===== src/design/bpfa_pkg.sv =====
// Shared types and constants for the bitmap page frame allocator.
package bpfa_pkg;

    localparam int PageTotalDef = 4096;
    localparam int WordBits     = 64;

    typedef enum logic [1:0] {
        FN_RESERVE   = 2'd0,
        FN_ALLOC_ONE = 2'd1,
        FN_ALLOC_RUN = 2'd2,
        FN_FREE      = 2'd3
    } t_func;

    typedef struct packed {
        logic [1:0]  func;
        logic [11:0] page_index;
        logic [12:0] run_length;
    } t_req;

    typedef struct packed {
        logic [11:0] result_page;
        logic        status;
    } t_rsp;

    // Controller to datapath commands.
    typedef struct packed {
        logic load;      // capture request, clear scan state
        logic rd;        // issue read of the word at the datapath's read address
        logic scan;      // evaluate read data for the active search
        logic mark;      // read-modify-write of current word
        logic adv;       // step word pointer
        logic fail;      // finish with status 1
        logic done;      // present result
    } t_cmd;

    // Datapath to controller status.
    typedef struct packed {
        logic last_word;
        logic found;     // search hit on the evaluated word
        logic mark_last; // marking has covered its final word
        logic bad_len;   // run request with invalid length
        logic skip;      // reserve/free with nothing to touch
        logic direct;    // reserve/free: go straight to marking
    } t_sts;

endpackage


===== src/design/bpfa_ctrl.sv =====
// Controller state machine for the bitmap page frame allocator.
module bpfa_ctrl (
    input  logic          i_clk,
    input  logic          i_rst_n,
    input  logic          i_start,
    input  bpfa_pkg::t_sts i_sts,
    output bpfa_pkg::t_cmd o_cmd,
    output logic          o_busy
);
    import bpfa_pkg::*;

    typedef enum logic [2:0] {
        S_IDLE, S_CHECK, S_RD, S_EVAL, S_MRD, S_MWR, S_DONE
    } t_state;

    t_state r_state, n_state;

    always_ff @(posedge i_clk) begin
        if (!i_rst_n) r_state <= S_IDLE;
        else          r_state <= n_state;
    end

    always_comb begin
        n_state = r_state;
        o_cmd   = '0;
        unique case (r_state)
            S_IDLE: begin
                if (i_start) begin
                    o_cmd.load = 1'b1;
                    n_state    = S_CHECK;
                end
            end
            S_CHECK: begin
                if (i_sts.bad_len) begin
                    o_cmd.fail = 1'b1;
                    n_state    = S_DONE;
                end else if (i_sts.skip) begin
                    n_state = S_DONE;
                end else if (i_sts.direct) begin
                    o_cmd.rd = 1'b1;
                    n_state  = S_MRD;
                end else begin
                    o_cmd.rd = 1'b1;
                    n_state  = S_RD;
                end
            end
            S_RD: n_state = S_EVAL;
            S_EVAL: begin
                o_cmd.scan = 1'b1;
                if (i_sts.found) begin
                    o_cmd.rd = 1'b1;
                    n_state  = S_MRD;
                end else if (i_sts.last_word) begin
                    o_cmd.fail = 1'b1;
                    n_state    = S_DONE;
                end else begin
                    o_cmd.adv = 1'b1;
                    o_cmd.rd  = 1'b1;
                    n_state   = S_RD;
                end
            end
            S_MRD: n_state = S_MWR;
            S_MWR: begin
                o_cmd.mark = 1'b1;
                if (i_sts.mark_last) begin
                    n_state = S_DONE;
                end else begin
                    o_cmd.adv = 1'b1;
                    o_cmd.rd  = 1'b1;
                    n_state   = S_MRD;
                end
            end
            S_DONE: begin
                o_cmd.done = 1'b1;
                n_state    = S_IDLE;
            end
            default: n_state = S_IDLE;
        endcase
    end

    assign o_busy = (r_state != S_IDLE);

endmodule


===== config.mk =====
export PLATFORM = sky130hd
export DESIGN_NAME = bpfa_ctrl
export DESIGN_NICKNAME = d
export VERILOG_FILES = /design/src/design/bpfa_pkg.sv /design/src/design/bpfa_ctrl.sv
export SDC_FILE = /design/constraint.sdc
export NUM_CORES = 1
export LEC_CHECK = 0
export ABC_AREA = 1
export BUFFER_PORTS_ARGS = -buffer_cell sky130_fd_sc_hd__buf_2
export CAP_MARGIN = 20
export CELL_PAD_IN_SITES_DETAIL_PLACEMENT = 1
export CELL_PAD_IN_SITES_GLOBAL_PLACEMENT = 1
export CORE_AREA = 2 2 39 41
export DETAILED_ROUTE_END_ITERATION = 7
export DIE_AREA = 0 0 41 43
export PLACE_DENSITY = 0.66
export REMOVE_ABC_BUFFERS = 1
export SYNTH_ARGS = -nofsm -noshare
export SYNTH_HDL_FRONTEND = slang
export SYNTH_SLANG_ARGS = --single-unit
export TNS_END_PERCENT = 100

===== constraint.sdc =====
create_clock -name i_clk -period 2.5 [get_ports i_clk]
set_clock_uncertainty 0.15 [all_clocks]
set_input_delay 0.125 -clock i_clk [delete_from_list [all_inputs] [get_ports i_clk]]
set_output_delay 0.125 -clock i_clk [all_outputs]
set_load 0.03 [all_outputs]

==> results of run 1 <==
## power by group through the flow
stage | Clock (mW) | Sequential [mW] | Combinational (mW)
after floorplan | 0 | 0.0784 | 0.107
after CTS | 0.0914 | 0.0824 | 0.146
after global routing | 0.0954 | 0.0854 | 0.161
after detailed placement | 0 | 0.0829 | 0.145
after global placement | 0 | 0.0826 | 0.144
final | 0.0860 | 0.0819 | 0.144
## path summary, 6_finish.rpt
kind | start | end | slack [ps] | depth (start not counted)
worst max-delay path | r_state[2]$_SDFFE_PN0P_ | o_cmd[2] | 840 | 5
worst min-delay path | i_start | r_state[0]$_SDFFE_PN0P_ | 90 | 5
worst max register to register | r_state[2]$_SDFFE_PN0P_ | r_state[1]$_SDFFE_PN0P_ | 1280 | 7
worst min register to register | r_state[0]$_SDFFE_PN0P_ | r_state[0]$_SDFFE_PN0P_ | 380 | 1
## logic make-up (layout without fill, tap and decap cells)
logic type	Yosys count	in the layout
flip-flops	3	3
AO/OA/AOI/OAI	2	2
buffers and inverters	10	30
AND/OR/NAND/NOR	37	37
## placed cells by master (no fill, tap or decap), drive strengths merged
| cell type | Yosys | final |
|---|---|---|
| buf | 1 | 16 |
| clkbuf | 0 | 4 |
| dfxtp | 3 | 3 |
| dlygate4sd3 | 0 | 1 |
| inv | 9 | 9 |
| nand2 | 17 | 17 |
| nand3 | 5 | 5 |
| nand4 | 1 | 1 |
| nor2 | 11 | 11 |
| nor3 | 3 | 3 |
| o21ai | 1 | 1 |
| o31ai | 1 | 1 |
## per-layer routing
layer | vias to the layer above | global-route usage [%]
met5 | - | 0
met4 | 0 | 6.00
met3 | 3 | 4.71
met2 | 11 | 17.5
met1 | 169 | 12.5
li1 | 200 | -
## layout make-up
class	count	share of cell area, %
sequential	3	14.6
tap	16	4.86
timing repair buffer	17	21.9
multi-input combinational	39	44.1
clock buffer	4	6.38
inverter	9	8.21
## critical path, stage by stage (launching register included)
cell and delay (ps):
dfxtp_1 460, inv_2 100, nor3_2 180, nand2_1 100
o31ai_1 80, buf_2 230
==> reports/results.ini, run 1 <==
[routing]
drt-total-wl_um = 771
remaining_drc_errors = 0
vias = 383
first_iter_violations = 4
m1WireLength_um = 304
maxUsedRoutingLayer = met4
ant_nets = 0
drt_pass1_iterations = 4
wl_per_cell_um = 8.76
vias_per_cell = 4.35
route.met2.wl_um = 395
met3WireLength_um = 60

[logic_synthesis]
ys.flop_type = dfxtp_1
synth-adder-area-share_pct = 0
syn_area_um2 = 280
yosys-top-cells-count = nand2_1 (16), nor2_1 (9), inv_1 (7), nand3_1 (5), dfxtp_1 (3)
synth_edf_count = 0
netlist_instances = 52
synth_async_sr_flop_share_pct = 0
yosysWarningCount = 0
yosys.area.top_type = dfxtp_1
synth.area.top_cells = dfxtp_1 (21%), nand2_1 (21%), nor2_1 (12%)
synth_mux_area_share_pct = 0
yosys.area.top_type_share_pct = 21.4
yosys.area_share.simple_pct = 60.3
synth_xor_area_share_pct = 0
synth_top_family_by_area = simple AND/OR/NAND/NOR gates
yosys.cell_types.count = 15
ys_seq_elements = 3
yosysMostFrequentCell = nand2_1
synth_compound_area_share_pct = 4.46
syn_area_per_cell_um2 = 5.39
yosysSeqAreaShare_pct = 21.4

[global_routing]
grt_max_degree = 9
grt_usage_pct = 11.3
grt_pass1_vias = 349
antenna_found_initial = 0
grt_pass1_wl_um = 1340
grt-ovfl-total = 0

[clocking]
cts_tree = yes
cts_hold_buf = 1
path_clk_slew_ps = 30
cts_resized = 0
cts_root_buf = clkbuf_4
clockBufferDepth = 2
worstSkewPairLatency_ps = 240
cts_setup_buffers = 0
cts_buffers = 3
cts_sinks = 3
h-tree-depth = 1

[power_and_ir_drop]
totalPowerFinal_mw = 0.312
comb_power_share_pct = 46.2
p_leak_nw = 0.240
p_int_mw = 0.165
clkPwrFrac_pct = 27.6
ir_drop_mv = 0.295
p_seq_share_pct = 26.3
p_sw_mw = 0.147
cellPowerDensity_mw_per_mm2 = 758
swShare_pct = 47.1

[final_layout]
area_delta_synth_final_pct = 46.9
drive_gt1_share_pct = 34.7
fin_util_pct = 29.7
largestRegisters = r_state: 3 flops
antenna_cells = 0
multi_input_area_um2 = 181
finalNetCount = 82
largest_reg_flops = 3
layout.cells.non_filler = 88
regMostFlops = r_state
fin_area_um2 = 412
fillers = 205
ff_latch_area_um2 = 60.1

[sta]
period_share_pct = 66.6
final-hold-violation-count = 0
fmax_mhz = 601
max_slew_margin_pct = 80.7
setup_tns_ps = 0
hold_slack_ps = 85.3
worst_slack_ps = 835
worst_pin_slew_ps = 290
setup_viol = 0
rsz0062_at_grt = false
fin_crit_ps = 1660
slew_viol_final = 0

[placement]
io_buffers = 16
routabilityCongestion = 0.678
dpl.cell_count = 83
pre_cts_ws_ps = 1050
dpl_cell_area_um2 = 375
hpwl_um = 666

[worst_hold_path]
hold_path_class = in -> reg

[setup_path]
criticalPathCategory = reg -> out
critPathMaxFanout = 6
start_kind = flop
worst_ep_arrival_time_ps = 1390
endpoint_kind = output pin
required_ps = 2230

[floorplanning]
ios = 17
std_cell_rows = 14
dieArea_mm2 = 0.00176
die-height_um = 43
core_area_mm2 = 0.00138
fp.dieW_um = 41
start_util_pct = 20.3

[flow_run]
maxCapViolCount = 0

[run_status]
status = finished clean

Note: power is estimated with default switching activity, not from simulation.
==> inputs of run 2 (changes only) <==
CORE_AREA = default   (was 2 2 39 41)
CORE_MARGIN = 2   (was default)
CORE_UTILIZATION = 21   (was default)
DIE_AREA = default   (was 0 0 41 43)
PLACE_DENSITY = 0.68   (was 0.66)
clock period = 1.35 ns   (was 2.5 ns; I/O delays follow)
==> reports/results.ini, run 2 (same netlist as run 1, synthesis figures left out) <==
[setup_path]
start_kind = flop
crit_chain = inv_2 -> nor3_4 -> nand2_2 -> o31ai_2 -> buf_4
critPathSlowestCell = dfxtp_2
cp_num_buf_inv = 2  ; unchanged
required_ps = 1130  ; -1100 ps
critPathMaxFanout = 3  ; -3
endpoint_kind = output pin
cpPeakStageDelay_ps = 360  ; -100 ps
cp_top_family = flip-flops
worst_ep_arrival_time_ps = 1200  ; -190 ps
criticalPathCategory = reg -> out

[sta]
slew_viol_final = 0  ; unchanged
fin_crit_ps = 1420
worst_pin_slew_ps = 195  ; -94.6 ps
period_share_pct = 105
final-hold-violation-count = 0  ; unchanged
rsz0062_at_grt = true
setup_tns_ps = -187  ; -187 ps
setup_viol = 4  ; +4
fmax_mhz = 706
worst_slack_ps = -67.3  ; -903 ps
max_slew_margin_pct = 86.9  ; +6.3 points
hold_slack_ps = 41.8  ; -43.5 ps

[final_layout]
ff_latch_area_um2 = 68.8  ; +15%
layout_commonest_cell = nand2_1
largestRegisters = r_state: 3 flops
finalNetCount = 89  ; +8.5%
antenna_cells = 0  ; unchanged
largest_reg_flops = 3  ; unchanged
area_delta_synth_final_pct = 93.7
drive_gt1_share_pct = 54.4  ; +20 points
regMostFlops = r_state
layout_common_cells = nand2_1 (13), buf_4 (10), nor2_1 (9), buf_2 (9), inv_1 (7)
fillers = 170  ; -17%
multi_input_area_um2 = 224  ; +23%
fin_area_um2 = 543  ; +32%
fin_util_pct = 42.8  ; +13 points

[clocking]
path_clk_slew_ps = 40  ; about the same
cts_sinks = 3  ; unchanged
cts_buffers = 3  ; unchanged
clockBufferDepth = 2  ; unchanged
worstSkewPairLatency_ps = 240  ; about the same
h-tree-depth = 1  ; unchanged
cts_root_buf = clkbuf_4
cts_tree = yes

[global_routing]
grt_pass1_vias = 371  ; +6.3%
grt_usage_pct = 14.0  ; +2.7 points
grt-ovfl-total = 0  ; unchanged
grt_pass1_wl_um = 1410  ; +5.2%
grt_max_degree = 8  ; -1
antenna_found_initial = 0  ; unchanged

[placement]
routabilityCongestion = 0.686  ; +1.2%
dpl_cell_area_um2 = 397  ; +5.7%
hpwl_um = 706  ; +6.0%
io_buffers = 16  ; unchanged

[power_and_ir_drop]
totalPowerFinal_mw = 0.722  ; +130%
p_leak_nw = 0.292  ; +22%
ir_drop_mv = 0.600  ; +100%
clkPwrFrac_pct = 22.3  ; -5.3 points
p_int_mw = 0.394  ; +140%
swShare_pct = 45.4  ; -1.7 points
p_sw_mw = 0.327  ; +120%
p_seq_share_pct = 22.0  ; -4.3 points
comb_power_share_pct = 55.7  ; +9.5 points
cellPowerDensity_mw_per_mm2 = 1330  ; +75%

[floorplanning]
core_area_mm2 = 0.00127  ; -8.3%
die-height_um = 40.5  ; -5.7%
ios = 17  ; unchanged
start_util_pct = 22.1  ; +1.8 points
dieArea_mm2 = 0.00164  ; -6.8%
std_cell_rows = 13  ; -1
fp.dieW_um = 40.5  ; -1.1%

[run_status]
status = complete, but fails checks
failed_checks = negative setup slack

[worst_hold_path]
hold_path_class = in -> reg

[routing]
vias_per_cell = 4.60  ; +5.6%
vias = 432  ; +13%
drt-total-wl_um = 1060  ; +38%
first_iter_violations = 3  ; -1
drt_pass1_iterations = 3  ; -1
remaining_drc_errors = 0  ; unchanged
wl_per_cell_um = 11.3  ; +29%
ant_nets = 0  ; unchanged

[flow_run]
maxCapViolCount = 0  ; unchanged

==> run 2: per-layer routing <==
| metal | share of wire [%] | vias up | global-route usage, % | routed length, um |
|---|---|---|---|---|
| met5 | 0 | - | 0 | 0 |
| met4 | 0 | 0 | 12.5 | 0 |
| met3 | 2.4 | 0 | 3.33 | 26 |
| met2 | 58 | 8 | 25.8 | 611 |
| met1 | 40 | 209 | 12.4 | 424 |
| li1 | - | 215 | - | - |
==> run 2: final cells by class <==
cell class                      count  area share (%)
Clock buffer                        4            4.84
Multi-Input combinational cell     39            41.2
Inverter                            9            6.22
Timing Repair Buffer               24            31.6
Sequential cell                     3            12.7
Tap cell                           15            3.46
==> run 2: worst register-to-register path, cell delays in order, from the launching register on <==
cell,delay (ps)
dfxtp_2,360
inv_2,70
nand2_2,100
nor2_4,40
buf_4,120
nand2_1,50
nand2_1,50
nor2_1,90
nor2_1,50
==> run 2: final timing paths <==
check | cells after the start | startpoint | slack [ps] | endpoint
hold reg to reg | 2 | r_state[0]$_SDFFE_PN0P_ | 430 | r_state[0]$_SDFFE_PN0P_
hold / removal | 5 | i_start | 40 | r_state[0]$_SDFFE_PN0P_
setup / recovery | 5 | r_state[2]$_SDFFE_PN0P_ | -70 | o_cmd[2]
setup reg to reg | 8 | r_state[2]$_SDFFE_PN0P_ | 170 | r_state[1]$_SDFFE_PN0P_
==> run 2: what timing repair did <==
action | CTS | global route
pin swaps | 4 | 2
hold buffers | 1 | 0
setup endpoints to repair | 8 | 7
buffers inserted | 4 | 0
endpoints found under the hold margin | 3 | 0
gates resized for setup | 13 | 16
==> run 2: power by group through the flow <==
stage                     Sequential (mW)  Clock (mW)  Combinational [mW]
after floorplan                     0.145           0               0.198
after global placement              0.142           0               0.307
after detailed placement            0.144           0               0.309
after CTS                           0.149       0.174               0.365
after global routing                0.161       0.183               0.438
final                               0.159       0.161               0.402
==> run 2: through the flow <==
| step | setup WS, ps | instances |
|---|---|---|
| after floorplan | -244 | 51 |
| after global placement | -6.10 | 85 |
| after detailed placement | -31.9 | 85 |
| after CTS | -83.4 | 94 |
| after global routing | -158 | 94 |
| final | -67.3 | 94 |
